<file path="src/print_develop_phase_timer_macros.svh">
// Assertion macros of the print development phase timer RTL.
`ifndef PRINT_DEVELOP_PHASE_TIMER_MACROS_SVH
`define PRINT_DEVELOP_PHASE_TIMER_MACROS_SVH

`ifndef SYNTH

// Same-cycle implication, checked at every rising edge outside reset.
`define PDPT_ASSERT_SAME(lbl, ante, cons) \
    lbl: assert property (@(posedge clk) disable iff (!rst_n) (ante) |-> (cons)) \
        else $error("pdpt assertion failed");

// Next-cycle implication, checked at every rising edge outside reset.
`define PDPT_ASSERT_NEXT(lbl, ante, cons) \
    lbl: assert property (@(posedge clk) disable iff (!rst_n) (ante) |=> (cons)) \
        else $error("pdpt assertion failed");

`else

`define PDPT_ASSERT_SAME(lbl, ante, cons)
`define PDPT_ASSERT_NEXT(lbl, ante, cons)

`endif

`endif

</file>
<file path="src/pdpt_pkg.sv">
// Package with the types, codes and helper functions of the phase timer.
package pdpt_pkg;

    // Command codes carried in the input transaction.
    localparam logic [1:0] CMD_TIME  = 2'd0;
    localparam logic [1:0] CMD_START = 2'd1;
    localparam logic [1:0] CMD_RESET = 2'd2;

    // Configuration register indexes.
    localparam logic [2:0] CFG_DEVELOP   = 3'd0;
    localparam logic [2:0] CFG_STOP      = 3'd1;
    localparam logic [2:0] CFG_FIX       = 3'd2;
    localparam logic [2:0] CFG_FACTOR    = 3'd3;
    localparam logic [2:0] CFG_FACTORIAL = 3'd4;
    localparam logic [2:0] CFG_ENABLE    = 3'd5;

    localparam logic [15:0] TICKS_RESET = 16'd50;
    localparam logic [3:0]  FACTOR_RESET = 4'd2;
    localparam logic [3:0]  FACTOR_MIN = 4'd2;
    localparam logic [3:0]  FACTOR_MAX = 4'd10;
    localparam logic [15:0] MARK_NONE = 16'hFFFF;
    localparam logic [15:0] COUNT_MAX = 16'hFFFF;

    // Metronome window: multiples of one second within the last ten seconds.
    localparam int unsigned METRO_STEP = 10;
    localparam int unsigned METRO_SLOTS = 10;
    localparam logic [15:0] METRO_WINDOW = 16'(METRO_STEP * METRO_SLOTS);

    // A multiple of 300 is a multiple of 4 whose quarter is a multiple of 75.
    // The quarter is tested by multiplying with the inverse of 75 modulo 2^14.
    localparam logic [13:0] INV75 = 14'd2403;
    localparam logic [13:0] LIM75 = 14'((2 ** 14 - 1) / 75);

    typedef enum logic [2:0] {
        PH_IDLE    = 3'd0,
        PH_MEASURE = 3'd1,
        PH_DEV     = 3'd2,
        PH_STOP    = 3'd3,
        PH_FIX     = 3'd4
    } phase_t;

    typedef enum logic [1:0] {
        SND_NONE   = 2'd0,
        SND_METRO  = 2'd1,
        SND_DOUBLE = 2'd2,
        SND_END    = 2'd3
    } sound_t;

    typedef struct packed {
        logic [15:0] develop_ticks;
        logic [15:0] stop_ticks;
        logic [15:0] fix_ticks;
        logic [3:0]  factor_value;
        logic        factorial_mode;
        logic        timer_enabled;
    } cfg_t;

    typedef struct packed {
        logic [15:0] counter;
        phase_t      phase;
        logic [15:0] sec_mark;
        logic [15:0] half_mark;
    } state_t;

    typedef struct packed {
        logic        cycle_done;
        sound_t      sound;
        phase_t      phase;
        logic [15:0] remaining;
    } result_t;

    // True for a nonzero multiple of ten ticks no larger than ten seconds.
    function automatic logic is_metro_mark(input logic [15:0] c);
        logic hit;
        hit = 1'b0;
        for (int unsigned k = 1; k <= METRO_SLOTS; k++)
        begin
            hit = hit | (c == 16'(k * METRO_STEP));
        end
        return hit && (c <= METRO_WINDOW);
    endfunction

    // True for a nonzero multiple of thirty seconds.
    function automatic logic is_halfminute_mark(input logic [15:0] c);
        logic [13:0] q;
        q = c[15:2] * INV75;
        return (c != 16'd0) && (c[1:0] == 2'b00) && (q <= LIM75);
    endfunction

endpackage

</file>
<file path="src/pdpt_cfg.sv">
// Configuration register bank of the phase timer.
module pdpt_cfg
(
    input  logic           clk,
    input  logic           rst_n,
    input  logic           cfg_wr_en,
    input  logic [2:0]     cfg_index,
    input  logic [15:0]    cfg_wdata,
    output pdpt_pkg::cfg_t cfg
);
    import pdpt_pkg::*;

    cfg_t cfg_reg;
    cfg_t cfg_next;

    // Decode one register write.
    always_comb
    begin
        cfg_next = cfg_reg;
        if (cfg_wr_en)
        begin
            unique case (cfg_index)
                CFG_DEVELOP:   cfg_next.develop_ticks  = cfg_wdata;
                CFG_STOP:      cfg_next.stop_ticks     = cfg_wdata;
                CFG_FIX:       cfg_next.fix_ticks      = cfg_wdata;
                CFG_FACTOR:    cfg_next.factor_value   = cfg_wdata[3:0];
                CFG_FACTORIAL: cfg_next.factorial_mode = cfg_wdata[0];
                CFG_ENABLE:    cfg_next.timer_enabled  = cfg_wdata[0];
                default:       cfg_next = cfg_reg;
            endcase
        end
    end

    // Register bank with its reset values.
    always_ff @(posedge clk or negedge rst_n)
    begin
        if (!rst_n)
        begin
            cfg_reg.develop_ticks  <= TICKS_RESET;
            cfg_reg.stop_ticks     <= TICKS_RESET;
            cfg_reg.fix_ticks      <= TICKS_RESET;
            cfg_reg.factor_value   <= FACTOR_RESET;
            cfg_reg.factorial_mode <= 1'b0;
            cfg_reg.timer_enabled  <= 1'b0;
        end
        else
        begin
            cfg_reg <= cfg_next;
        end
    end

    assign cfg = cfg_reg;

endmodule

</file>
<file path="src/pdpt_step.sv">
// Combinational step of the phase timer: next state and result for one command.
module pdpt_step
(
    input  pdpt_pkg::cfg_t    cfg,
    input  pdpt_pkg::state_t  st,
    input  logic [1:0]        cmd,
    input  logic [7:0]        ticks,
    output pdpt_pkg::state_t  st_next,
    output pdpt_pkg::result_t res
);
    import pdpt_pkg::*;

    logic [3:0]  eff_factor;
    logic [19:0] dev_prod;
    logic [15:0] dev_target;
    logic [19:0] meas_prod;
    logic [15:0] meas_sat;
    logic [16:0] add_sum;
    logic [15:0] add_sat;
    logic [15:0] count_chk;
    logic        measuring;
    logic        add_only;
    logic        metro_hit;
    logic        half_hit;
    logic        end_hit;
    logic        start_act;
    sound_t      sound;
    logic        done;

    // Factor clamped to its legal range and the two products that use it.
    assign eff_factor = (cfg.factor_value < FACTOR_MIN) ? FACTOR_MIN :
                        (cfg.factor_value > FACTOR_MAX) ? FACTOR_MAX : cfg.factor_value;
    assign dev_prod   = 20'(cfg.develop_ticks) * 20'(eff_factor);
    assign dev_target = cfg.factorial_mode ? dev_prod[15:0] : cfg.develop_ticks;
    assign meas_prod  = 20'(st.counter) * 20'(eff_factor);
    assign meas_sat   = (meas_prod[19:16] != 4'd0) ? COUNT_MAX : meas_prod[15:0];

    // Counter movement: count up while measuring, count down otherwise.
    assign measuring = (st.phase == PH_MEASURE);
    assign add_only  = measuring && (ticks != 8'd0);
    assign add_sum   = {1'b0, st.counter} + 17'(ticks);
    assign add_sat   = add_sum[16] ? COUNT_MAX : add_sum[15:0];
    assign count_chk = measuring ? st.counter :
                       (16'(ticks) >= st.counter) ? 16'd0 : st.counter - 16'(ticks);

    // Sound and phase-end decisions on the updated counter.
    assign metro_hit = !measuring && is_metro_mark(count_chk) && (count_chk != st.sec_mark);
    assign half_hit  = !add_only && !metro_hit && is_halfminute_mark(count_chk) &&
                       (count_chk != st.half_mark);
    assign end_hit   = !measuring && (count_chk == 16'd0) &&
                       ((st.phase == PH_DEV) || (st.phase == PH_STOP) || (st.phase == PH_FIX));
    assign start_act = cfg.timer_enabled &&
                       ((st.phase == PH_IDLE) ||
                        (cfg.factorial_mode && (st.phase == PH_MEASURE)));

    // Next state of counter, phase and marks.
    always_comb
    begin
        st_next = st;
        unique case (cmd)
            CMD_TIME:
            begin
                if (add_only)
                begin
                    st_next.counter = add_sat;
                end
                else
                begin
                    st_next.counter = count_chk;
                    if (metro_hit)
                    begin
                        st_next.sec_mark = count_chk;
                    end
                    if (half_hit)
                    begin
                        st_next.half_mark = count_chk;
                    end
                    if (end_hit)
                    begin
                        st_next.sec_mark  = MARK_NONE;
                        st_next.half_mark = MARK_NONE;
                        unique case (st.phase)
                            PH_DEV:
                            begin
                                st_next.phase   = PH_STOP;
                                st_next.counter = cfg.stop_ticks;
                            end
                            PH_STOP:
                            begin
                                st_next.phase   = PH_FIX;
                                st_next.counter = cfg.fix_ticks;
                            end
                            default:
                            begin
                                st_next.phase   = PH_IDLE;
                                st_next.counter = dev_target;
                            end
                        endcase
                    end
                end
            end
            CMD_START:
            begin
                if (start_act)
                begin
                    st_next.sec_mark  = MARK_NONE;
                    st_next.half_mark = MARK_NONE;
                    if (!cfg.factorial_mode)
                    begin
                        st_next.phase   = PH_DEV;
                        st_next.counter = cfg.develop_ticks;
                    end
                    else if (st.phase == PH_IDLE)
                    begin
                        st_next.phase   = PH_MEASURE;
                        st_next.counter = 16'd0;
                    end
                    else
                    begin
                        st_next.phase   = PH_DEV;
                        st_next.counter = meas_sat;
                    end
                end
            end
            CMD_RESET:
            begin
                st_next.phase     = PH_IDLE;
                st_next.counter   = cfg.factorial_mode ? 16'd0 : cfg.develop_ticks;
                st_next.sec_mark  = MARK_NONE;
                st_next.half_mark = MARK_NONE;
            end
            default:
            begin
                st_next = st;
            end
        endcase
    end

    // Sound and cycle-done flag of the result.
    always_comb
    begin
        sound = SND_NONE;
        done  = 1'b0;
        unique case (cmd)
            CMD_TIME:
            begin
                priority if (add_only)
                    sound = SND_NONE;
                else if (end_hit)
                    sound = SND_END;
                else if (metro_hit)
                    sound = SND_METRO;
                else if (half_hit)
                    sound = SND_DOUBLE;
                else
                    sound = SND_NONE;
                done = !add_only && end_hit && (st.phase == PH_FIX);
            end
            CMD_START:
            begin
                sound = start_act ? SND_DOUBLE : SND_NONE;
            end
            default:
            begin
                sound = SND_NONE;
            end
        endcase
    end

    assign res.remaining  = st_next.counter;
    assign res.phase      = st_next.phase;
    assign res.sound      = sound;
    assign res.cycle_done = done;

endmodule

</file>
<file path="src/print_develop_phase_timer.sv">
// Top level of the print development phase timer: stream ports, state and result register.
//
// Input stream s_*: one transaction is one command (time passed, start press or reset)
// with a tick batch in 100 ms units. Output stream m_*: exactly one result per command,
// carrying the counter, the phase, a sound code and a cycle-done pulse, in input order.
// Configuration: cfg_wr_en, cfg_index and cfg_wdata write one register per cycle.
// A command's result appears when it passes from the input to the result register.
// Throughput: one command per cycle unless a full result register meets a low m_tready.
// The input-to-result path is one step of the phase logic with two small 16 by 4
// multipliers and a 14 by 14 multiplier for the half-minute test.
// The input register keeps taking transactions while a finished result waits: it is
// free whenever its item moves on, so s_tready only falls when the result register is
// full and m_tready is low. A stalled result and the held input stay put until taken.
// Reset empties both registers, returns the timer to idle with a zero counter and
// cleared sound marks, and loads the configuration reset values.
`include "print_develop_phase_timer_macros.svh"

module print_develop_phase_timer
(
    input  logic        clk,
    input  logic        rst_n,
    input  logic        s_tvalid,
    output logic        s_tready,
    input  logic [15:0] s_tdata,   // [1:0] command, [9:2] tick_count, [15:10] zero
    output logic        m_tvalid,
    input  logic        m_tready,
    output logic [23:0] m_tdata,   // [15:0] remaining, [18:16] phase, [20:19] sound,
                                   // [21] cycle_done, [23:22] zero
    input  logic        cfg_wr_en,
    input  logic [2:0]  cfg_index,
    input  logic [15:0] cfg_wdata
);
    import pdpt_pkg::*;

    cfg_t        cfg;
    logic        in_vld_reg;
    logic        in_vld_next;
    logic [1:0]  in_cmd_reg;
    logic [7:0]  in_ticks_reg;
    logic        out_vld_reg;
    logic        out_vld_next;
    result_t     out_res_reg;
    state_t      st_reg;
    state_t      st_next;
    result_t     step_res;
    logic        advance;
    logic        in_take;

    pdpt_cfg u_cfg
    (
        .clk       (clk),
        .rst_n     (rst_n),
        .cfg_wr_en (cfg_wr_en),
        .cfg_index (cfg_index),
        .cfg_wdata (cfg_wdata),
        .cfg       (cfg)
    );

    pdpt_step u_step
    (
        .cfg     (cfg),
        .st      (st_reg),
        .cmd     (in_cmd_reg),
        .ticks   (in_ticks_reg),
        .st_next (st_next),
        .res     (step_res)
    );

    // Handshake: the held command moves on when the result register can take it.
    assign advance      = in_vld_reg && (!out_vld_reg || m_tready);
    assign s_tready     = !in_vld_reg || advance;
    assign in_take      = s_tvalid && s_tready;
    assign in_vld_next  = in_take || (in_vld_reg && !advance);
    assign out_vld_next = advance || (out_vld_reg && !m_tready);

    // Valid flags and timer state.
    always_ff @(posedge clk or negedge rst_n)
    begin
        if (!rst_n)
        begin
            in_vld_reg          <= 1'b0;
            out_vld_reg         <= 1'b0;
            st_reg.counter      <= 16'd0;
            st_reg.phase        <= PH_IDLE;
            st_reg.sec_mark     <= MARK_NONE;
            st_reg.half_mark    <= MARK_NONE;
        end
        else
        begin
            in_vld_reg  <= in_vld_next;
            out_vld_reg <= out_vld_next;
            if (advance)
            begin
                st_reg <= st_next;
            end
        end
    end

    // Payload registers of the input and result stages.
    always_ff @(posedge clk)
    begin
        if (in_take)
        begin
            in_cmd_reg   <= s_tdata[1:0];
            in_ticks_reg <= s_tdata[9:2];
        end
        if (advance)
        begin
            out_res_reg <= step_res;
        end
    end

    assign m_tvalid = out_vld_reg;
    assign m_tdata  = {2'b00, out_res_reg.cycle_done, out_res_reg.sound,
                       out_res_reg.phase, out_res_reg.remaining};

    // A finished cycle always ends in idle with the phase-end sound.
    `PDPT_ASSERT_SAME(a_done_idle, out_vld_reg && out_res_reg.cycle_done, (out_res_reg.phase == PH_IDLE) && (out_res_reg.sound == SND_END))
    // Timer state only moves when a command passes to the result register.
    `PDPT_ASSERT_NEXT(a_state_hold, !advance, $stable(st_reg))
    // The metronome never runs while measuring, so its mark stays cleared.
    `PDPT_ASSERT_SAME(a_measure_mark, st_reg.phase == PH_MEASURE, st_reg.sec_mark == MARK_NONE)
    // A full input register that cannot move on blocks the input side.
    `PDPT_ASSERT_SAME(a_in_block, in_vld_reg && out_vld_reg && !m_tready, !s_tready)

endmodule
</file>
<file path="config.mk">
export PLATFORM = sky130hd
export DESIGN_NAME = print_develop_phase_timer
export DESIGN_NICKNAME = d
export VERILOG_FILES = /design/src/pdpt_pkg.sv /design/src/pdpt_cfg.sv /design/src/pdpt_step.sv /design/src/print_develop_phase_timer.sv
export VERILOG_INCLUDE_DIRS = /design/src /design/src/src
export SDC_FILE = /design/constraint.sdc
export NUM_CORES = 1
export LEC_CHECK = 0
export BUFFER_PORTS_ARGS = -buffer_cell sky130_fd_sc_hd__buf_2
export CAP_MARGIN = 5
export CORE_MARGIN = 4
export CORE_UTILIZATION = 40
export DETAILED_ROUTE_END_ITERATION = 16
export GPL_ROUTABILITY_DRIVEN = 0
export GPL_TIMING_DRIVEN = 0
export PLACE_DENSITY = 0.65
export SLEW_MARGIN = 20
export SYNTH_ARGS = -nofsm -noshare
export SYNTH_HDL_FRONTEND = slang
export SYNTH_SLANG_ARGS = --single-unit
</file>
<file path="constraint.sdc">
create_clock -name clk -period 12.9 [get_ports clk]
set_input_delay 0.645 -clock clk [delete_from_list [all_inputs] [get_ports clk]]
set_output_delay 0.645 -clock clk [all_outputs]
set_load 0.01 [all_outputs]
</file>
==> flow_summary.yaml, run 1 <==
run_status:
  outcome: "finished clean"
detailed_routing:
  first_pass_iters: 7
  ant_nets: 0
  vias: 13000
  route.detailed.wl_per_inst_um: 21.2
  drt_drc_violations_left: 0
  detail_route.iter0.violations: 1741
  wirelength_um: 45900
  vias_per_cell: 6.01
logic_synthesis:
  postSynthAreaPerCell_um2: 9.01
  netlist-cell-type-count: 86
  post_synthesis_simple_gate_area_fraction_pct: 16.1
  seq_area_frac_synth_pct: 25.5
  synth_compound_area_share_pct: 18.6
  yosys_warnings: 0
  netlist.top_cell.by_area: "dfrtp_1"
  synth_top_family_by_area: "adder cells"
  synth_enable_flop_cells: 32
  post-synth-top-area-fraction_pct: 11.2
  synthAdderAreaFrac_pct: 20.5
  synth.area.mux_share_pct: 8.61
  syn_inst: 1608
  ys_ff_latch: 139
  synth-xor-area-share_pct: 4.35
  synth_top_flop_cell: "dfrtp_1"
  postSynth.asyncResetShare_pct: 77.0
  synth_top_cells_by_area: "dfrtp_1, ha_1, fa_1"
  syn_area_um2: 14500
global_routing:
  grt_start_max_net_pins: 79
  via_count_of_the_first_global_routing_pass: 12700
  grt_antenna_before_repair: 1
  gr-usage-all-layers_pct: 23.4
  gr-total-overflow: 0
  global_route_wire_length_before_repair_um: 72000
floorplanning:
  die_height_um: 198
  design.portCount: 66
  start_util_pct: 40.6
  placementRows: 69
  die_area_um2: 39300
  core_area_um2: 35700
  chipWidth_um: 198
placement:
  post-place-ws_ps: 4830
  placed_area_um2: 15400
  placement.io_buffers: 56
  dp_hpwl_um: 35900
sta:
  final.period_utilization_pct: 61.9
  total_negative_slack_ps: 0
  worst_setup_skew_after_layout_ps: 24.0
  grt_setup_unrepaired: "no"
  period_minus_slack_ps: 7990
  fin_ws_ps: 4910
  worstMarginPinSlew_ps: 1090
  final-setup-viol-count: 0
  fmax_mhz: 125
  finalMaxSlewViolations: 0
  hold_viol: 0
  relSlewSlack_pct: 27.3
clock_network:
  cts_repair_resize_count: 0
  cts_tree: "done"
  clkLatencyLatePin_ps: 470
  cts_buffers: 17
  cts_post_setup_buffers_inserted: 0
  clock-root-buffer: "clkbuf_16"
  ctsHtreeMaxLevel: 4
  clock_tree_buffer_depth: 2
  clk_pin_slew_worst_paths_ps: 70
  post_cts_hold_buffer_count: 0
  cts.sinks: 139
cells_and_area:
  layout.cells.most_common_list: "nand2_1, inv_1, ha_1"
  areaGrowthSynthToFinish_pct: 10.8
  largest_reg_flops: 54
  antenna-diode-count: 0
  most_frequent_standard_cell_in_the_layout_excluding_fill_and_tap_cells: "nand2_1"
  post-route-cell-area_um2: 16100
  finish.net_count: 1921
  layout-drive-gt1-share_pct: 15.7
  num-fill-cells: 3416
critical_path:
  r2r_slack_ps: 4910
  reg2reg_from: "st_reg[35]"
  setup.worst_path.end_class: "flop"
  data_arrival_at_the_endpoint_of_the_critical_path_ps: 8370
  regToRegEndpoint: "st_reg[7]"
  critical_path_peak_fanout: 10
  start_kind: "flop"
  crit_path_start: "st_reg[35]"
  cp-endpoint: "st_reg[7]"
  worst_r2r_path_depth: 27
  timing.critical_path.required_ps: 13280
  crit_type: "flop to flop"
worst_hold_path:
  worst_hold_path_type: "primary input to asynchronous set/reset pin"
run:
  max-cap-violations: 0
-- worst min-delay path by stage --
stage / startpoint / endpoint / slack (ps) / cells after the start
after global placement: in_vld_reg / m_tvalid / 470 / 1
after global routing: rst_n / m_tvalid / 80 / 1
after floorplan: rst_n / in_vld_reg / 350 / 0
final: rst_n / m_tvalid / 70 / 1
after CTS: rst_n / m_tvalid / 80 / 1
after detailed placement: in_vld_reg / m_tvalid / 470 / 1
-- cells in the mapped netlist, types with 8 or more instances --
cell type and n:
a2111oi_0 9, a211oi_1 29, a21o_1 26, a21oi_1 99, a31oi_1 24, and2_1 23
and3_1 33, buf_2 8, clkbuf_1 69, dfrtp_1 65, dfstp_2 42, edfxtp_1 32
fa_1 73, ha_1 121, inv_1 146, mux2_2 69, mux2_4 20, mux2i_1 17
nand2_1 147, nand2b_1 18, nand3_1 31, nor2_1 89, nor2b_1 24, nor3_1 28
nor4_1 14, o211ai_1 14, o21a_1 18, o21ai_0 69, o21bai_1 11, o22a_1 8
or3_1 17, xnor2_1 51, xor2_1 21
-- metal layers --
layer | part of all wire, % | wire length (um) | track usage [%]
met1 | 41 | 18700 | 30.7
met2 | 47 | 21400 | 38.5
met3 | 7.9 | 3620 | 4.15
met4 | 4.5 | 2090 | 9.26
met5 | 0.020 | 9 | 0
-- stage by stage --
stage          util (%)  hold slack, ps  instances
2_1_floorplan         -             349       1609
3_3_place_gp       43.1             468       2126
3_5_place_dp       43.3             470       2129
4_1_cts            45.0            77.1       2161
5_1_grt            45.0            83.8       2161
6_report           45.0            73.9       2161
-- critical path: stages, from the launching register on --
cell and delay (ps):
dfrtp_1 390, clkbuf_1 270, inv_1 170, ha_1 180, inv_1 50, fa_1 420, a21oi_1 330, o221a_2 340
a211o_1 260, nand2_1 290, o21ai_1 470, inv_1 240, ha_1 350, inv_1 50, fa_1 500, inv_1 50
fa_1 470, inv_1 60, fa_1 530, inv_1 40, ha_1 320, o311a_1 160, or4_1 410, a311o_1 410
nor3b_2 330, a41oi_4 270, buf_6 240, mux2_4 300
-- area by class of cell --
cell class | instances | area, um2 | share of cell area (%)
Timing Repair Buffer | 59 | 339 | 2.11
Buffer | 88 | 375 | 2.34
Inverter | 146 | 548 | 3.41
Multi-Input combinational cell | 1236 | 9900 | 61.7
Tap cell | 461 | 577 | 3.59
Clock buffer | 17 | 425 | 2.65
Sequential cell | 139 | 3690 | 23.0
Clock inverter | 15 | 193 | 1.20
-- cells by family (layout without fill, tap and decap cells) --
family / Yosys count / in the layout
other cells: 1 / 2
buf+inv: 234 / 325
flops: 139 / 139
fa+ha+maj: 194 / 194
mux: 106 / 106
xor+xnor: 72 / 72
simple gates: 466 / 466
compound gates: 396 / 396
Power of run 1 is not shown: default switching activity piles up to over one toggle a cycle in this logic, so the estimate is an artifact.
==> inputs of run 2 (changes only) <==
--- a/config.mk
+++ b/config.mk
@@ -13,7 +13,7 @@
 export DETAILED_ROUTE_END_ITERATION = 16
 export GPL_ROUTABILITY_DRIVEN = 0
 export GPL_TIMING_DRIVEN = 0
-export PLACE_DENSITY = 0.65
+export PLACE_DENSITY = 0.67
 export SLEW_MARGIN = 20
 export SYNTH_ARGS = -nofsm -noshare
 export SYNTH_HDL_FRONTEND = slang
==> constraint.sdc (replaced) <==
create_clock -name clk -period 6.86 [get_ports clk]
set_input_delay 0.343 -clock clk [delete_from_list [all_inputs] [get_ports clk]]
set_output_delay 0.343 -clock clk [all_outputs]
set_load 0.01 [all_outputs]
==> run 2 against run 1 <==
Against the previous run:
- register-to-register slack worse by 4800 ps
- first-iteration DRC count fell by 2.8%
- utilization grew 1.8 points
- maximum frequency grew 19%
- count of clock-buffer cells in the layout unchanged
- routed wire length grew 1.3%
- clock skew is 13 ps lower
- global-route usage shrank 0.18 points
- sequential share of layout area shrank 0.86 points
- via count is 1.5% higher
==> flow_summary.yaml, run 2 (synthesis results as in run 1) <==
run_status:
  outcome: "finished clean"
floorplanning:
  core_area_um2: 35700
  chipWidth_um: 198
  start_util_pct: 40.6
  placementRows: 69
  die_area_um2: 39300
  die_height_um: 198
  design.portCount: 66
detailed_routing:
  drt_drc_violations_left: 0
  first_pass_iters: 11
  vias: 13200
  route.detailed.wl_per_inst_um: 21.2
  detail_route.iter0.violations: 1693
  vias_per_cell: 6.01
  wirelength_um: 46500
  ant_nets: 0
placement:
  placedCellCount: 2129
  placement.io_buffers: 56
  dp_hpwl_um: 35500
cells_and_area:
  finish.net_count: 1951
  areaGrowthSynthToFinish_pct: 15.1
  instances_no_fill: 2191
  antenna-diode-count: 0
  most_frequent_standard_cell_in_the_layout_excluding_fill_and_tap_cells: "nand2_1"
  multi_input_area_um2: 10300
  register_area_um2: 3690
  layout-drive-gt1-share_pct: 20.8
  layout.cells.most_common_list: "nand2_1, inv_1, ha_1"
  num-fill-cells: 3355
  largest_reg_flops: 54
sta:
  final-setup-viol-count: 0
  relSlewSlack_pct: 29.8
  worst_setup_skew_after_layout_ps: 10.8
  hold_viol: 0
  period_minus_slack_ps: 6720
  finalMaxSlewViolations: 0
  fmax_mhz: 149
  worstMarginPinSlew_ps: 1050
  final.period_utilization_pct: 98.0
global_routing:
  via_count_of_the_first_global_routing_pass: 12800
  gr-total-overflow: 0
  grt_start_max_net_pins: 78
  met3_usage_pct: 4.66
  top_usage_layer: "met2"
  use_met1_pct: 30.2
  global_route_wire_length_before_repair_um: 71700
  grt_antenna_before_repair: 0
  gr-usage-all-layers_pct: 23.2
  grt.met2_usage_pct: 38.3
clock_network:
  clock_tree_buffer_depth: 2
  cts_tree: "done"
  ctsHtreeMaxLevel: 4
  cts.sinks: 139
  clock-root-buffer: "clkbuf_16"
  clkLatencyLatePin_ps: 440
  clk_pin_slew_worst_paths_ps: 70
  cts_buffers: 17
critical_path:
  crit_type: "flop to flop"
  critPathSlowestCell: "fa_1"
  start_kind: "flop"
  data_arrival_at_the_endpoint_of_the_critical_path_ps: 7090
  stage_delay_of_the_slowest_cell_on_the_critical_path_ps: 540
  critical-path-top-cell-by-count: "inv_2"
  timing.critical_path.required_ps: 7230
  setup.worst_path.end_class: "flop"
  critical_path_peak_fanout: 5
  worst_r2r_path_depth: 27
worst_hold_path:
  worst_hold_path_type: "primary input to flop"
  worst_hold_path.num_cells: 1
run:
  max-cap-violations: 0
## run 2: per-stage QoR
step | utilization (%) | TNS, ps | setup WS [ps] | area [um2] | hold slack [ps]
floorplan | - | 0 | 86.6 | 14500 | 47.4
global placement | 43.1 | -17600 | -1040 | 15400 | 463
detailed placement | 43.2 | -18510 | -1200 | 15400 | 262
CTS | 45.5 | 0 | 0.155 | 16200 | 62.2
global route | 46.8 | -1330 | -108 | 16700 | 66.6
finish | 46.8 | 0 | 135 | 16700 | 69.2
## run 2: worst paths after layout
check / endpoint / slack, ps / start
worst max-delay path: st_reg[9] / 140 / st_reg[35]
worst min-delay path: in_ticks_reg[2] / 70 / s_tdata[4]
worst max register to register: st_reg[9] / 140 / st_reg[35]
worst min register to register: m_tvalid / 480 / in_vld_reg
max in group asynchronous: u_cfg.cfg[3] / 5740 / rst_n
min in group asynchronous: m_tvalid / 360 / rst_n
## run 2: worst max-delay path: cells and delay by family (launching register included)
family,cells,cell delay (ps)
multiplexers,1,290
AO/OA/AOI/OAI,7,1720
AND/OR/NAND/NOR,3,940
flip-flops,1,410
buffers and inverters,8,740
XOR/XNOR,1,140
adder cells (fa/ha/maj),7,2380
## run 2: layout make-up
class	instances	area share (%)
tap	461	3.46
clock buffer	17	2.55
sequential	139	22.1
clock inverter	15	0.773
buffer	85	2.30
timing repair buffer	92	3.74
inverter	146	3.34
multi-input combinational	1236	61.7
## run 2: what timing repair did
item,CTS,global route
hold buffers,1,0
setup buffers,9,22
pin swaps,10,28
endpoints found under the hold margin,12,0
endpoints found under the setup margin,17,17
gates cloned,0,1
gates resized for setup,33,61
## run 2: per-layer routing
layer	wire length (um)	vias to the layer above
met5	0	-
met4	2000	0
met3	3890	171
met2	22000	696
met1	18600	6393
li1	-	5918
Power of run 2 is left out for the same reason.
==> inputs of run 3 (changes only) <==
--- a/config.mk
+++ b/config.mk
@@ -12,8 +12,8 @@
 export CORE_UTILIZATION = 40
 export DETAILED_ROUTE_END_ITERATION = 16
 export GPL_ROUTABILITY_DRIVEN = 0
-export GPL_TIMING_DRIVEN = 0
 export PLACE_DENSITY = 0.67
+export REMOVE_ABC_BUFFERS = 1
 export SLEW_MARGIN = 20
 export SYNTH_ARGS = -nofsm -noshare
 export SYNTH_HDL_FRONTEND = slang
==> run 3 against run 2 <==
Against the previous run:
- routed wire length shrank 2.6%
- sequential share of layout area grew 0.49 points
- global-route usage decreased by 0.081 points
- clock skew up 6.9 ps
- highest routed layer unchanged
- via count shrank 2.4%
- setup slack improved by 120 ps
- utilization decreased by 1.0 points
- first-iteration DRC count is 23% lower
==> flow_summary.yaml, run 3 (synthesis results as in run 1) <==
cells_and_area:
  post-route-cell-area_um2: 16300
  largest_reg_flops: 54
  instances_no_fill: 2151
  post-route-util_pct: 45.8
  finish.net_count: 1911
  areaGrowthSynthToFinish_pct: 12.6
  most_frequent_standard_cell_in_the_layout_excluding_fill_and_tap_cells: "nand2_1"
  layout.cells.most_common_list: "nand2_1, inv_1, ha_1"
  antenna-diode-count: 0
  num-fill-cells: 3425
  layout-drive-gt1-share_pct: 20.4
floorplanning:
  design.portCount: 66
  chipWidth_um: 198
  placementRows: 69
  die_height_um: 198
  core_area_um2: 35700
  die_area_um2: 39300
  start_util_pct: 40.6
detailed_routing:
  detailroute.wirelength.met2_um: 20600
  detail_route.iter0.violations: 1311
  ant_nets: 0
  detail_route_met3_wl_um: 3520
  wirelength_um: 45300
  drt-met1-wl_um: 19300
  top_layer_used: "met4"
  first_pass_iters: 6
  vias: 12900
  route.detailed.wl_per_inst_um: 21.0
  vias_per_cell: 5.98
  drt_drc_violations_left: 0
clock_network:
  cts_buffers: 17
  clk_pin_slew_worst_paths_ps: 70
  ctsHtreeMaxLevel: 4
  cts.sinks: 139
  cts_tree: "done"
  clock_tree_buffer_depth: 2
  clock-root-buffer: "clkbuf_16"
  clkLatencyLatePin_ps: 450
sta:
  final.period_utilization_pct: 96.3
  hold_viol: 0
  fmax_mhz: 151
  relSlewSlack_pct: 38.4
  finalMaxSlewViolations: 0
  total_negative_slack_ps: 0
  worst_setup_skew_after_layout_ps: 17.7
  period_minus_slack_ps: 6610
  worstMarginPinSlew_ps: 924
  final-setup-viol-count: 0
placement:
  placed_area_um2: 15600
  dp_hpwl_um: 34900
  placedCellCount: 2114
  placement.io_buffers: 57
global_routing:
  grt_antenna_before_repair: 0
  global_route_wire_length_before_repair_um: 71200
  grt_start_max_net_pins: 58
  via_count_of_the_first_global_routing_pass: 12600
  gr-total-overflow: 0
  gr-usage-all-layers_pct: 23.2
critical_path:
  timing.critical_path.required_ps: 7240
  cp_top_family: "adder cells"
  stage_delay_of_the_slowest_cell_on_the_critical_path_ps: 490
  setup.worst_path.end_class: "flop"
  crit_buf_inv: 4
  data_arrival_at_the_endpoint_of_the_critical_path_ps: 6980
  critical_path_peak_fanout: 15
  start_kind: "flop"
  crit_type: "flop to flop"
  critical-path-top-cell-by-count: "ha_1"
  critPathSlowestCell: "fa_1"
  critical_path.cell_chain: "inv_1 > ha_1 > nand3_1 > o32ai_2 > a211oi_4 > nor2_2 > buf_4 > a21oi_1 > buf_4 > ha_1 > ha_1 > fa_1 > fa_1 > ha_1 > o21ai_0 > nand2b_1 > o311a_4 > or4_1 > a311o_1 > nor3b_4 > a41oi_4 > buf_8 > mux2_4"
run:
  max-cap-violations: 0
worst_hold_path:
  worst_hold_path_type: "primary input to flop"
run_status:
  outcome: "finished clean"
run 3: changes by cell type in the layout (fill, tap and decap cells not counted), moves of 5 or more:
cell      before  now
inv_1        139  144
clkbuf_1      61    0
ha_1         116  121
buf_2         62   56
a21oi_1       90   96
buf_6          5    0
nor2_1        82   88
buf_4         32   79
buf_1          5    0
run 3: path summary, 6_finish.rpt:
kind,startpoint,endpoint,slack (ps),cells past startpoint
hold / removal,s_tdata[1],in_cmd_reg[1],60,1
setup / recovery,in_ticks_reg[7],st_reg[13],250,23
hold reg to reg,in_vld_reg,m_tvalid,500,1
max in group asynchronous,rst_n,u_cfg.cfg[34],5120,3
min in group asynchronous,rst_n,st_reg[37],540,2
setup reg to reg,in_ticks_reg[7],st_reg[13],250,23
run 3: metrics by stage:
step           setup WS [ps]  hold WS (ps)
6_report                 255          63.3
5_1_grt                -5.48          46.7
4_1_cts                 6.54          42.0
3_5_place_dp           -1.77           473
3_3_place_gp             140           454
2_1_floorplan           17.7          47.4
run 3: final cells by class:
cell class	instances	area, um2	share of cell area [%]
clock buffer	17	425	2.61
inverter	146	548	3.36
timing repair buffer	137	898	5.51
clock inverter	15	169	1.04
sequential	139	3690	22.6
multi-input combinational	1236	10000	61.3
tap	461	577	3.54
run 3: timing repair:
action                     CTS  global route
resized for setup            1            17
setup buffers                0             4
setup endpoints to repair   14            17
hold endpoints to repair    13             0
pin swaps                    0             5
hold buffers                 1             0
run 3: worst reg2reg max path: cells and delay by family, from the launching register on:
| kind | cells | cell delay [ps] |
|---|---|---|
| AOI/OAI and AO/OA | 7 | 1510 |
| adders and majority gates | 6 | 2370 |
| buffers and inverters | 4 | 720 |
| DFF | 1 | 410 |
| muxes | 1 | 310 |
| and+or+nand+nor | 5 | 1210 |
run 3: metal layers:
layer / vias to the layer above / GRT usage (%)
met4: 0 / 9.03
met3: 117 / 4.10
li1: 5840 / -
met1: 6342 / 31.5
met5: - / 0
met2: 558 / 36.8
Power of run 3 is left out for the same reason.
